--- config.mk ---
export PLATFORM = sky130hd
export DESIGN_NAME = masked_byte_pattern_scanner_core
export DESIGN_NICKNAME = d
export VERILOG_FILES = /design/src/hw/rtl/mbps_pkg.sv /design/src/hw/rtl/mbps_cfg.sv /design/src/hw/rtl/mbps_engine.sv /design/src/hw/rtl/masked_byte_pattern_scanner_core.sv
export SDC_FILE = /design/constraint.sdc
export NUM_CORES = 1
export LEC_CHECK = 0
export ABC_AREA = 1
export BUFFER_PORTS_ARGS = -buffer_cell sky130_fd_sc_hd__clkbuf_2
export CAP_MARGIN = 5
export CELL_PAD_IN_SITES_DETAIL_PLACEMENT = 0
export CELL_PAD_IN_SITES_GLOBAL_PLACEMENT = 1
export CORE_MARGIN = 1.5
export CORE_UTILIZATION = 44
export DETAILED_ROUTE_END_ITERATION = 8
export PLACE_DENSITY = 0.9
export SETUP_SLACK_MARGIN = 0.4
export SYNTH_ARGS = -nofsm -noshare
export SYNTH_HDL_FRONTEND = slang
export SYNTH_SLANG_ARGS = --single-unit
export TNS_END_PERCENT = 5
--- constraint.sdc ---
create_clock -name i_clk -period 9.5 [get_ports i_clk]
set_clock_uncertainty 0.1 [all_clocks]
set_input_delay 0.95 -clock i_clk [delete_from_list [all_inputs] [get_ports i_clk]]
set_output_delay 0.95 -clock i_clk [all_outputs]
set_load 0.02 [all_outputs]
--- src/hw/rtl/mbps_pkg.sv ---
// Shared types and constants for the masked byte pattern scanner.
`timescale 1ns / 1ps

package mbps_pkg;

    // Fixed field widths.
    localparam int ADDR_W        = 48;
    localparam int CFG_W         = 64;
    localparam int CFG_IDX_W     = 2;
    localparam int LEN_W         = 5;
    localparam int CARE_W        = 16;
    localparam int PAT_REG_BYTES = 16;

    // Configuration register indexes.
    localparam logic [CFG_IDX_W-1:0] CFG_PAT_LO  = 2'd0;
    localparam logic [CFG_IDX_W-1:0] CFG_PAT_HI  = 2'd1;
    localparam logic [CFG_IDX_W-1:0] CFG_CARE    = 2'd2;
    localparam logic [CFG_IDX_W-1:0] CFG_PAT_LEN = 2'd3;

    // Configuration as seen by the compare engine.
    typedef struct packed {
        logic [PAT_REG_BYTES*8-1:0] pattern;
        logic [CARE_W-1:0]          care_mask;
        logic [LEN_W-1:0]           used_len;
    } t_cfg;

    // One input word as held in the input register.
    typedef struct packed {
        logic [7:0]        data_byte;
        logic [ADDR_W-1:0] byte_address;
        logic              region_start;
        logic              scan_start;
        logic              scan_end;
    } t_item;

endpackage

--- src/hw/rtl/mbps_cfg.sv ---
// Configuration registers and effective pattern length for the scanner.
`timescale 1ns / 1ps

module mbps_cfg
    import mbps_pkg::*;
#(
    parameter int CAP = 16
) (
    input  logic                 i_clk,
    input  logic                 i_rst_n,
    input  logic                 i_cfg_we,
    input  logic [CFG_IDX_W-1:0] i_cfg_index,
    input  logic [CFG_W-1:0]     i_cfg_data,
    output t_cfg                 o_cfg
);

    logic [CFG_W-1:0]  r_pat_lo;
    logic [CFG_W-1:0]  r_pat_hi;
    logic [CARE_W-1:0] r_care;
    logic [LEN_W-1:0]  r_len;

    // Register writes; reset restores the documented defaults.
    always_ff @(posedge i_clk) begin
        if (!i_rst_n) begin
            r_pat_lo <= '0;
            r_pat_hi <= '0;
            r_care   <= '1;
            r_len    <= LEN_W'(1);
        end else if (i_cfg_we) begin
            unique case (i_cfg_index)
                CFG_PAT_LO:  r_pat_lo <= i_cfg_data;
                CFG_PAT_HI:  r_pat_hi <= i_cfg_data;
                CFG_CARE:    r_care   <= i_cfg_data[CARE_W-1:0];
                CFG_PAT_LEN: r_len    <= i_cfg_data[LEN_W-1:0];
            endcase
        end
    end

    // A length of zero acts as one; a length above the window saturates.
    always_comb begin
        o_cfg.pattern   = {r_pat_hi, r_pat_lo};
        o_cfg.care_mask = r_care;
        if (r_len == '0) begin
            o_cfg.used_len = LEN_W'(1);
        end else if (r_len > LEN_W'(CAP)) begin
            o_cfg.used_len = LEN_W'(CAP);
        end else begin
            o_cfg.used_len = r_len;
        end
    end

endmodule

--- src/hw/rtl/mbps_engine.sv ---
// Byte window, fill count, match flag and masked compare for the scanner.
`timescale 1ns / 1ps

module mbps_engine
    import mbps_pkg::*;
#(
    parameter int WIN = 16,
    parameter int AW  = 48
) (
    input  logic              i_clk,
    input  logic              i_rst_n,
    input  logic              i_step,
    input  t_item             i_item,
    input  t_cfg              i_cfg,
    output logic              o_produce,
    output logic              o_found,
    output logic [ADDR_W-1:0] o_match_address
);

    localparam int IDX_W  = (WIN > 1) ? $clog2(WIN) : 1;
    localparam int FILL_W = $clog2(WIN + 1);

    logic [7:0]        r_win [WIN];
    logic [7:0]        n_win [WIN];
    logic [FILL_W-1:0] r_fill;
    logic [FILL_W-1:0] n_fill;
    logic              r_seen;
    logic              n_seen;
    logic              skip;
    logic [FILL_W-1:0] base_fill;
    logic              all_match;
    logic              hit;
    logic [LEN_W-1:0]  pos;
    logic [AW-1:0]     start_addr;

    // A word is ignored while a match stands and no new scan begins.
    assign skip      = r_seen && !i_item.scan_start;
    assign base_fill = (i_item.region_start || i_item.scan_start) ? '0 : r_fill;

    // Shift the new byte into the window and count valid entries.
    always_comb begin
        n_win[0] = i_item.data_byte;
        for (int k = 1; k < WIN; k++) begin
            n_win[k] = r_win[k-1];
        end
        if (base_fill < FILL_W'(WIN)) begin
            n_fill = base_fill + FILL_W'(1);
        end else begin
            n_fill = base_fill;
        end
    end

    // Pattern byte i lines up with the window entry len-1-i.
    always_comb begin
        all_match = 1'b1;
        pos       = '0;
        for (int i = 0; i < WIN; i++) begin
            pos = i_cfg.used_len - LEN_W'(1) - LEN_W'(i);
            if ((LEN_W'(i) < i_cfg.used_len) && i_cfg.care_mask[i] &&
                (n_win[pos[IDX_W-1:0]] != i_cfg.pattern[i*8 +: 8])) begin
                all_match = 1'b0;
            end
        end
    end

    assign hit = !skip && all_match &&
                 ((LEN_W+1)'(n_fill) >= (LEN_W+1)'(i_cfg.used_len));
    assign n_seen = hit;

    // Result of this word: a match, or not found at the end of the scan.
    assign start_addr      = i_item.byte_address[AW-1:0] - AW'(i_cfg.used_len - LEN_W'(1));
    assign o_produce       = i_step && !skip && (hit || i_item.scan_end);
    assign o_found         = hit;
    assign o_match_address = hit ? ADDR_W'(start_addr) : '0;

    // Control state.
    always_ff @(posedge i_clk) begin
        if (!i_rst_n) begin
            r_fill <= '0;
            r_seen <= 1'b0;
        end else if (i_step && !skip) begin
            r_fill <= n_fill;
            r_seen <= n_seen;
        end
    end

    // Window contents; entries beyond the fill count are never compared.
    always_ff @(posedge i_clk) begin
        if (i_step && !skip) begin
            for (int k = 0; k < WIN; k++) begin
                r_win[k] <= n_win[k];
            end
        end
    end

endmodule

--- src/hw/rtl/masked_byte_pattern_scanner_core.sv ---
// An accepted word is held in the input register; its result then passes into the result
// register once that register is free, and is offered on the result channel from there.
// Throughput: one word per cycle unless a waiting result is not taken; the input register feeds
// the compare and result register. A waiting result that is not taken blocks a full input register.
// Reset (synchronous, active low) clears both valid flags, the fill count and the match flag,
// and returns the configuration registers to their defaults.
`timescale 1ns / 1ps

module masked_byte_pattern_scanner_core
    import mbps_pkg::*;
#(
    parameter int MAX_PATTERN  = 16,
    parameter int ADDRESS_BITS = 48
) (
    input  logic                 i_clk,
    input  logic                 i_rst_n,
    // Configuration write port.
    input  logic                 i_cfg_we,
    input  logic [CFG_IDX_W-1:0] i_cfg_index,
    input  logic [CFG_W-1:0]     i_cfg_data,
    // Input channel.
    input  logic                 i_in_valid,
    output logic                 o_in_ready,
    input  logic [7:0]           i_data_byte,
    input  logic [ADDR_W-1:0]    i_byte_address,
    input  logic                 i_region_start,
    input  logic                 i_scan_start,
    input  logic                 i_scan_end,
    // Result channel.
    output logic                 o_out_valid,
    input  logic                 i_out_ready,
    output logic                 o_found,
    output logic [ADDR_W-1:0]    o_match_address
);

    localparam int WIN = (MAX_PATTERN < PAT_REG_BYTES) ? MAX_PATTERN : PAT_REG_BYTES;
    localparam int AW  = (ADDRESS_BITS < ADDR_W) ? ADDRESS_BITS : ADDR_W;

    t_cfg              cfg;
    t_item             r_in;
    logic              r_in_valid;
    logic              r_out_valid;
    logic              r_found;
    logic [ADDR_W-1:0] r_addr;
    logic              step;
    logic              produce;
    logic              found;
    logic [ADDR_W-1:0] match_addr;

    mbps_cfg #(
        .CAP(WIN)
    ) u_cfg (
        .i_clk       (i_clk),
        .i_rst_n     (i_rst_n),
        .i_cfg_we    (i_cfg_we),
        .i_cfg_index (i_cfg_index),
        .i_cfg_data  (i_cfg_data),
        .o_cfg       (cfg)
    );

    // The held word is processed once the result register can take its result.
    assign step       = r_in_valid && (!r_out_valid || i_out_ready);
    assign o_in_ready = !r_in_valid || step;

    mbps_engine #(
        .WIN(WIN),
        .AW (AW)
    ) u_engine (
        .i_clk           (i_clk),
        .i_rst_n         (i_rst_n),
        .i_step          (step),
        .i_item          (r_in),
        .i_cfg           (cfg),
        .o_produce       (produce),
        .o_found         (found),
        .o_match_address (match_addr)
    );

    // Valid flags of the input and result registers.
    always_ff @(posedge i_clk) begin
        if (!i_rst_n) begin
            r_in_valid  <= 1'b0;
            r_out_valid <= 1'b0;
        end else begin
            if (o_in_ready) begin
                r_in_valid <= i_in_valid;
            end
            if (step) begin
                r_out_valid <= produce;
            end else if (i_out_ready) begin
                r_out_valid <= 1'b0;
            end
        end
    end

    // Payload of the input register.
    always_ff @(posedge i_clk) begin
        if (o_in_ready && i_in_valid) begin
            r_in.data_byte    <= i_data_byte;
            r_in.byte_address <= i_byte_address;
            r_in.region_start <= i_region_start;
            r_in.scan_start   <= i_scan_start;
            r_in.scan_end     <= i_scan_end;
        end
    end

    // Payload of the result register.
    always_ff @(posedge i_clk) begin
        if (step && produce) begin
            r_found <= found;
            r_addr  <= match_addr;
        end
    end

    assign o_out_valid     = r_out_valid;
    assign o_found         = r_found;
    assign o_match_address = r_addr;

endmodule
== Word-level counts from Yosys, hierarchy flattened ==
Memories as Yosys holds them, arrays and structs flattened.
Index checks and enable logic that the tools add are counted.
Storage, ports and cells
  register bits after elaboration: 265
  bits in latches: 0
  bits in writable memories: 128
  ROM bits: 0
  bits of input ports: 130
  output and inout bits: 51
  memories: 1
Memories
  u_engine.r_win: words 16, width 8, rd ports 15, clocked after Yosys merged registers in 0, wr ports 16, line mbps_engine.sv:23  | logic [7:0] r_win [WIN];
Operators by class
  add/subtract/negate cells: 19
  $mul: 0
  div/mod/pow operators: 0
  $lt $le $gt $ge: 35
  equality and inequality tests: 19
  shift operators: 0
  multiplexer cells: 72
  bitwise operators: 16
  reductions and logical operators: 55
Operator list (count)
  $bmux 8 s4: 16
  $mux 8: 32
  $ne 8x8->1: 16
  $ge 5x5->1 const B: 16
  $not 4->5: 16
  $sub 48x48->48: 1
  $logic_and 1x1->1: 40
  $lt 4x5->1 const A: 8
  $sub 4x4->4 const B: 8
  $lt 3x5->1 const A: 4
  $mux 1: 20
  $mux 5: 4
  $sub 4x3->4 const B: 4
  $lt 1x5->1 const A: 2
  $lt 2x5->1 const A: 2
  $reduce_and 2->1: 4
  $sub 4x1->4 const B: 2
  $sub 4x2->4 const B: 2
  $sub 5x1->6 const B: 1
  $add 5x1->5 const B: 1
  $ge 5x5->1: 1
  $gt 5x5->1 const B: 1
  $logic_not 5->1: 1
  $lt 5x5->1 const B: 1
  other kinds (6): 13

== Depth between registers and ports, before layout ==
Gate-level depths: netlist of run 1.
  depth after elaboration: 31
  mapped depth: 37
  gate-level depth less buffers: 31

== Cells and area by module ==
Synthesis of run 1 repeated with hierarchy kept, for this count alone.
Unflattened totals
  cells, all modules: 4210
  area, all modules: 26993.4 um^2
By module, submodules not included
  mbps_engine: instances 1, cells an instance 3145, area an instance 17377.9 um^2, seq. area each 3723.6 um^2
  mbps_cfg: instances 1, cells an instance 940, area an instance 6264.8 um^2, seq. area each 2982.9 um^2
  masked_byte_pattern_scanner_core: instances 1, cells an instance 125, area an instance 3350.7 um^2, seq. area each 3283.1 um^2

== Worst setup path before layout of run 1 ==
OpenSTA, ideal clock, no wires.
  kind: input-to-reg
  from: input port i_out_ready
  to: register r_found, in the netlist o_found (enable)
  arrival time: 8.322 ns
  required time: 8.992 ns
  path slack: 0.671 ns
  stages: 6
  cells stage by stage: inv_1 -> nand2_1 -> nand2_1 -> nor2_1 -> nand3_1 -> nand2_1
On the way
  cells in the longest elaborated chain, start to end: 5
Ends and longest elaborated chain
  from (decl): line masked_byte_pattern_scanner_core.sv:31  | input logic i_out_ready,
  $logic_or 1x1->1 *: line masked_byte_pattern_scanner_core.sv:62  | assign step = r_in_valid && (!r_out_valid || i_out_ready);
  $logic_and 1x1->1 *: line masked_byte_pattern_scanner_core.sv:62
  $logic_and 1x1->1 (2 in series): line mbps_engine.sv:72  | assign o_produce = i_step && !skip && (hit || i_item.scan_end);
  $logic_and 1x1->1 *: line masked_byte_pattern_scanner_core.sv:109  | if (step && produce) begin
  to (signal assigned): line masked_byte_pattern_scanner_core.sv:110  | r_found <= found;
  to (decl): line masked_byte_pattern_scanner_core.sv:43  | logic r_found;
Mark *: on every way between the ends. The rest lies on a longest branch, timed or not.
A chain may end at the register's enable or synchronous reset.

== Final worst setup path of run 1 ==
  from: register u_cfg.r_len[4]
  to: register r_addr[8], in the netlist o_match_address[8] (enable)
On the way
  cells in the longest elaborated chain, start to end: 31
Ends and longest elaborated chain
  from (decl): line mbps_cfg.sv:20  | logic [LEN_W-1:0] r_len;
  from (signal assigned): line mbps_cfg.sv:34  | CFG_PAT_LEN: r_len <= i_cfg_data[LEN_W-1:0];
  $gt 5x5->1: line mbps_cfg.sv:45  | end else if (r_len > LEN_W'(CAP)) begin
  $mux 5: line mbps_cfg.sv:45
  $mux 5 *: line mbps_cfg.sv:43  | if (r_len == '0) begin
  $sub 4x1->4: line mbps_engine.sv:58  | pos = i_cfg.used_len - LEN_W'(1) - LEN_W'(i);
  $sub 4x1->4 or $not 4->5 (tied branches): line mbps_engine.sv:58, mbps_engine.sv:60
  $not 4->5 (not written as such) or $bmux 8 s4 (tied branches): line mbps_engine.sv:60  | (n_win[pos[IDX_W-1:0]] != i_cfg.pattern[i*8 +: 8])) begin
  $bmux 8 s4 or $mux 8 (tied branches): line mbps_engine.sv:60
  $mux 8 (not written as such): line mbps_engine.sv:60
  $mux 8 (not written as such) or $ne 8x8->1 (tied branches): line mbps_engine.sv:60
  $ne 8x8->1 or $logic_and 1x1->1 (tied branches): line mbps_engine.sv:60, mbps_engine.sv:59
  $logic_and 1x1->1 or $mux 1 (tied branches): line mbps_engine.sv:59  | if ((LEN_W'(i) < i_cfg.used_len) && i_cfg.care_mask[i] &&
  $mux 1 (15 in series): line mbps_engine.sv:59
  $logic_and 1x1->1: line mbps_engine.sv:66  | assign hit = !skip && all_match &&
  $logic_and 1x1->1 *: line mbps_engine.sv:66
  $logic_or 1x1->1 *: line mbps_engine.sv:72
  $logic_and 1x1->1 *: line mbps_engine.sv:72
  $logic_and 1x1->1 *: line masked_byte_pattern_scanner_core.sv:109
  to (signal assigned): line masked_byte_pattern_scanner_core.sv:111  | r_addr <= match_addr;
  to (decl): line masked_byte_pattern_scanner_core.sv:44  | logic [ADDR_W-1:0] r_addr;
Mark *: on every way between the ends. The rest lies on a longest branch, timed or not. The select of a mux whose other input is x is not followed.

==> results_dict.tcl, run 1 <==
set metrics [dict create \
    relSlewSlack_pct 22.1 \
    cts_max_level 2 \
    wl_per_cell_um 20.3 \
    total_power_mw 5.85 \
    synth_top_area_cell "edfxtp_1" \
    ant_nets 0 \
    place_congestion 1.05 \
    ctsResizeCount 0 \
    grt_pass1_wl_mm 144 \
    crit_type "reg -> reg" \
    syn_to_final_growth_pct 11.5 \
    path_cells "inv_2 -> nand3_2 -> buf_4 -> nand2_4 -> ha_2 -> buf_4 -> ha_1 -> inv_1 -> o21ai_0 -> nand3_1 -> nand2_1 -> nand3_1 -> o21ai_0 -> nand2_1 -> nand2_1 -> nand2_1 -> nor2_1 -> nand2_1 -> nand2_1 -> nand3_1 -> nor2_2 -> nand3_1 -> nand2_2 -> buf_4" \
    grt_use_met2_pct 45.2 \
    cts_setup_buffers 0 \
    start_kind "flip-flop" \
    drcViolationCount 0 \
    first_pass_iters 6 \
    cp-end-kind "flip-flop" \
    max_stage_delay_ns 0.72 \
    crit_slowest_cell "buf_4" \
    grt_antenna_before_repair 2 \
    clk_latency_ns 0.61 \
    setup_viol 0 \
    overflow 0 \
    ys_types 47 \
    synth_edf_count 228 \
    required_ns 9.66 \
    finalSetupTns_ns 0 \
    nNetsFinal 4178 \
    cts_tree "built" \
    grt.total_usage_pct 31.4 \
    mostFrequentLayoutCells "1297 x nand2_1, 770 x nand3_1, 331 x inv_1" \
    synth_ff_type "edfxtp_1" \
    ctsHoldBuffers 0 \
    cap_violations 0 \
    cp_num_buf_inv 5 \
    port_buffers 180 \
    num_rows 89 \
    final_hold_viol_count 0 \
    switching_power_mw 2.24 \
    grt_max_degree 94 \
    die_area_sq_um 60700 \
    worst_pin_slew_ns 1.17 \
    cp_max_fo 75 \
    outcome "completed" \
    drtIter0Drc 3508 \
    synth_warnings 0 \
    intPower_mw 3.61 \
    cts_buffers 47 \
    start_util_pct 44.4 \
    vias 26900 \
    core_area_sq_um 58800 \
    met3_usage_pct 6.29 \
    cp_common_cell "nand2_1" \
    clock_power_share_pct 33.6 \
    drv_slew 0 \
    viasPerCell 5.60 \
    vdd_drop_max_v 0.000162 \
    finish.utilization_pct 49.5 \
    rsz0062_at_grt "no" \
    hold_class "reg -> reg" \
    combPwrFrac_pct 33.9 \
    power.share.sequential_pct 32.5 \
    numClockSinks 385 \
    die_h_um 246 \
    swShare_pct 38.3 \
    top_usage_layer "met2" \
    power_per_cell_area_nw_per_um2 201 \
    synth_nets 4101 \
    final_common_cell "nand2_1" \
    global_route.usage.met1_pct 44.6 \
    synth_area_leaders "edfxtp_1 26%, nand2_1 19%, nand3_1 15%" \
    synth_seq_cells 385 \
    drive_above_1_share_pct 8.43 \
    root_buffer "clkbuf_16" \
    avgSynthCellArea_sq_um 6.68 \
    hpwl_mm 72.6 \
    synthArstFlopShare_pct 0 \
    synthesis.area_sq_um 26100 \
    cellLeakagePower_nw 13.9 \
    drt_wl_total_mm 97.2 \
    fmax_mhz 142 \
    arrival_ns 7.19 \
    clockBufferDepth 3 \
    yosys.area.top_type_share_pct 26.3 \
    path_clk_slew_ns 0.06 \
    critical_path.top_delay_family "simple AND/OR/NAND/NOR gates" \
    finalCritPeriodShare_pct 74.0 \
    die_w_um 246 \
    final.min_clock_period_ns 7.03 \
    grt_pass1_vias 23600 \
    seq_area_frac_synth_pct 38.3 \
    ioPinCount 181 \
    synth_cells 3907 \
]
-- final timing paths --
| check | startpoint | to | slack, ns | cells past startpoint |
|---|---|---|---|---|
| setup / recovery | u_cfg.r_len[4] | o_match_address[8] | 2.47 | 24 |
| setup reg to reg | u_cfg.r_len[4] | o_match_address[8] | 2.47 | 24 |
| hold reg to reg | u_engine.r_win[0][30] | u_engine.r_win[0][38] | 0.35 | 0 |
| hold / removal | u_engine.r_win[0][30] | u_engine.r_win[0][38] | 0.35 | 0 |
-- cell families after synthesis --
kind of cell	after synthesis	synth area share (%)
and+or+nand+nor	2483	40.9
xor gates and xnor gates	29	0.974
buffers and inverters	523	8.02
adders and majority gates	64	3.10
DFF	385	38.3
AOI/OAI and AO/OA	423	8.69
-- registers in the layout, indices dropped and copies added (netlist names) --
register	flops
u_engine.r_win	120
u_cfg.r_pat_hi	64
u_cfg.r_pat_lo	64
r_in	59
o_match_address	48
u_cfg.r_care	16
u_cfg.r_len	5
u_engine.r_fill	5
o_found	1
o_out_valid	1
r_in_valid	1
u_engine.r_seen	1
-- stage by stage --
step	hold WS (ns)	cell area [sq um]	cells	setup slack, ns
3_5_place_dp	0.335	27400	4708	2.59
5_1_grt	0.352	29100	4793	1.86
4_1_cts	0.341	29100	4793	2.60
6_report	0.345	29100	4794	2.47
3_3_place_gp	0.329	27400	4708	2.74
2_1_floorplan	0.322	26100	3907	0.671
-- per-layer routing --
layer  part of all wire [%]  up-vias
met4                    5.3        0
met5                      0        -
met2                     41     1407
met1                     43    12200
met3                     10      185
li1                       -    13100
-- cell type report --
| cell class | instances | area, sq um |
|---|---|---|
| Clock buffer | 63 | 1370 |
| Timing Repair Buffer | 209 | 1120 |
| Antenna cell | 1 | 2.50 |
| Clock inverter | 22 | 293 |
| Fill cell | 6037 | 29700 |
| Tap cell | 773 | 967 |
| Multi-Input combinational cell | 2999 | 14000 |
| Inverter | 342 | 1280 |
| Sequential cell | 385 | 9990 |
-- cell usage after synthesis (all sizes together) (2+ instances only) --
library cell and instances:
nor3b 8, nor3 15, a21oi 163, clkinv 3, nand3 773, xnor2 7
a21o 8, ha 63, inv 339, or2 16, edfxtp 228, xor2 22
o21ai 194, nor4 2, a31oi 20, o221ai 2, clkbuf 97, nor2 298
o211ai 16, a21boi 4, nand2 1311, o21a 6, dfxtp 157, buf 84
a211oi 3, nand4 9, nand3b 50
-- power by group through the flow --
stage,registers (mW),clock network [mW],logic (mW)
5_1_grt,1.91,2.04,2.20
3_3_place_gp,1.93,0,1.93
4_1_cts,1.90,1.98,1.94
3_5_place_dp,1.94,0,1.93
2_1_floorplan,1.92,0,1.38
6_report,1.90,1.96,1.98
Power figures use the tool's default switching activity.
==> run 2: changes to the inputs <==
==> constraint.sdc (replaced) <==
create_clock -name i_clk -period 7.1 [get_ports i_clk]
set_clock_uncertainty 0.1 [all_clocks]
set_input_delay 0.71 -clock i_clk [delete_from_list [all_inputs] [get_ports i_clk]]
set_output_delay 0.71 -clock i_clk [all_outputs]
set_load 0.02 [all_outputs]
==> run 2 against run 1 <==
Net effect:
- flip-flop and latch count did not move
- register-to-register slack got worse by 1.4 ns
- critical endpoint is now o_match_address[5]
- total power rose by 29%
- global-route usage fell by 0.57 points
- critical path type unchanged
- setup slack got worse by 1.4 ns
- worst hold slack got worse by 0.17 ns
- non-clock buffer count rose by 6
- clock power rose by 22%
- critical path depth fell by 2
- maximum frequency rose by 17%
- largest cell class unchanged
- sequential power rose by 34%
==> results_dict.tcl, run 2 (synthesized netlist as in run 1, its figures left out) <==
set metrics [dict create \
    finish.utilization_pct 49.3 \
    largest_reg_flops 120 \
    vdd_drop_max_v 0.000206 \
    cts_max_level 2 \
    rrSetupSlack_ns 1.08 \
    power.share.sequential_pct 33.6 \
    largest-register "u_engine.r_win" \
    power_per_cell_area_nw_per_um2 261 \
    ctsHoldBuffers 0 \
    cp_max_fo 49 \
    cts_setup_buffers 0 \
    grt_pass1_wl_mm 142 \
    drive_above_1_share_pct 8.47 \
    path_clk_slew_ns 0.06 \
    outcome "completed" \
    required_ns 7.22 \
    grt_pass1_vias 23400 \
    cp_num_buf_inv 4 \
    grt_antenna_before_repair 1 \
    finalSetupTns_ns 0 \
    viasPerCell 5.54 \
    switching_power_mw 2.94 \
    seq_area_sq_um 9990 \
    hold_class "in -> reg" \
    die_area_sq_um 60700 \
    overflow 0 \
    ant_nets 0 \
    clock_power_share_pct 31.7 \
    cts_buffers 47 \
    syn_to_final_growth_pct 11.1 \
    cp-end-kind "flip-flop" \
    setup_viol 0 \
    first_pass_iters 8 \
    total_power_mw 7.57 \
    grt_max_degree 161 \
    final.min_clock_period_ns 6.02 \
    ctsResizeCount 0 \
    cap_violations 0 \
    arrival_ns 6.14 \
    start_kind "flip-flop" \
    die_w_um 246 \
    fmax_mhz 166 \
    ioPinCount 181 \
    critical_path.top_delay_family "simple AND/OR/NAND/NOR gates" \
    largestRegisters "u_engine.r_win x120, u_cfg.r_pat_hi x64, u_cfg.r_pat_lo x64" \
    final_cells 4801 \
    clockBufferDepth 3 \
    mostFrequentLayoutCells "1297 x nand2_1, 770 x nand3_1, 332 x inv_1" \
    cts_tree "built" \
    clk_latency_ns 0.61 \
    crit_type "reg -> reg" \
    place_congestion 0.957 \
    final_hold_viol_count 0 \
    grt.total_usage_pct 30.8 \
    drv_slew 0 \
    num_rows 89 \
    intPower_mw 4.63 \
    drt_wl_total_mm 95.3 \
    combPwrFrac_pct 34.7 \
    path_cells "inv_2 -> nand2_1 -> nand2_1 -> nand2_1 -> ha_1 -> inv_1 -> buf_4 -> nand3_1 -> nand2_1 -> nand2_1 -> nand3_1 -> nand2_1 -> nor2_1 -> nand2_1 -> nor2_1 -> nor2_1 -> nor2_1 -> nand2_1 -> nor2_4 -> nand3_1 -> nand2_2 -> buf_4" \
    die_h_um 246 \
    port_buffers 180 \
    vias 26600 \
    worst_pin_slew_ns 1.08 \
    n_fill_cell 6034 \
    crit_slowest_cell "inv_1" \
    cellLeakagePower_nw 13.8 \
    cp_common_cell "nand2_1" \
    core_area_sq_um 58800 \
    relSlewSlack_pct 27.4 \
    drcViolationCount 0 \
    rsz0062_at_grt "no" \
    finalCritPeriodShare_pct 84.8 \
    multi_input_area_sq_um 14000 \
    hpwl_mm 70.6 \
    wl_per_cell_um 19.8 \
    nNetsFinal 4184 \
    max_stage_delay_ns 0.58 \
    root_buffer "clkbuf_16" \
    numClockSinks 385 \
    final_common_cell "nand2_1" \
    drtIter0Drc 2982 \
    swShare_pct 38.8 \
    place_inst 4714 \
    start_util_pct 44.4 \
]
run 2: path summary, 6_finish.rpt:
kind	endpoint	startpoint	cells after the start
hold reg to reg	u_engine.r_win[1][47]	u_engine.r_win[1][39]	0
setup / recovery	o_match_address[5]	u_cfg.r_len[4]	22
hold / removal	r_in[17]	i_byte_address[14]	1
setup reg to reg	o_match_address[5]	u_cfg.r_len[4]	22
run 2: per-layer routing:
layer	up-vias	part of all wire, %	wire length, um	GRT usage [%]
met2	1231	41	39300	43.7
li1	13100	-	-	-
met5	-	0	0	0
met3	154	11	10700	9.71
met4	0	4.8	4600	13.9
met1	12100	43	40600	42.5
run 2: stage by stage:
| step | hold slack (ns) | setup slack (ns) | instance area, sq um |
|---|---|---|---|
| after floorplan | 0.322 | 0.873 | 26100 |
| after global placement | 0.327 | 1.42 | 27500 |
| final | 0.175 | 1.08 | 29000 |
| after CTS | 0.145 | 1.25 | 29000 |
| after global routing | 0.147 | 0.580 | 29000 |
| after detailed placement | 0.334 | 1.31 | 27500 |
run 2: power groups by stage:
stage | logic [mW] | registers [mW] | clock network, mW
5_1_grt | 2.92 | 2.55 | 2.51
3_3_place_gp | 2.55 | 2.59 | 0
2_1_floorplan | 1.84 | 2.57 | 0
3_5_place_dp | 2.57 | 2.59 | 0
4_1_cts | 2.58 | 2.54 | 2.43
6_report | 2.63 | 2.55 | 2.40
run 2: final cells by class:
class,instances,share of cell area (%)
antenna,1,0.00863
clock buffer,56,4.35
clock inverter,30,0.829
inverter,342,4.43
multi-input combinational,2999,48.5
sequential,385,34.5
tap,773,3.34
timing repair buffer,215,4.11
run 2: worst reg2reg max path, delay by kind of cell (launching register included):
kind | cells | cell delay [ns]
buffers and inverters | 4 | 1.69
and+or+nand+nor | 17 | 2.94
DFF | 1 | 0.50
adders and majority gates | 1 | 0.31
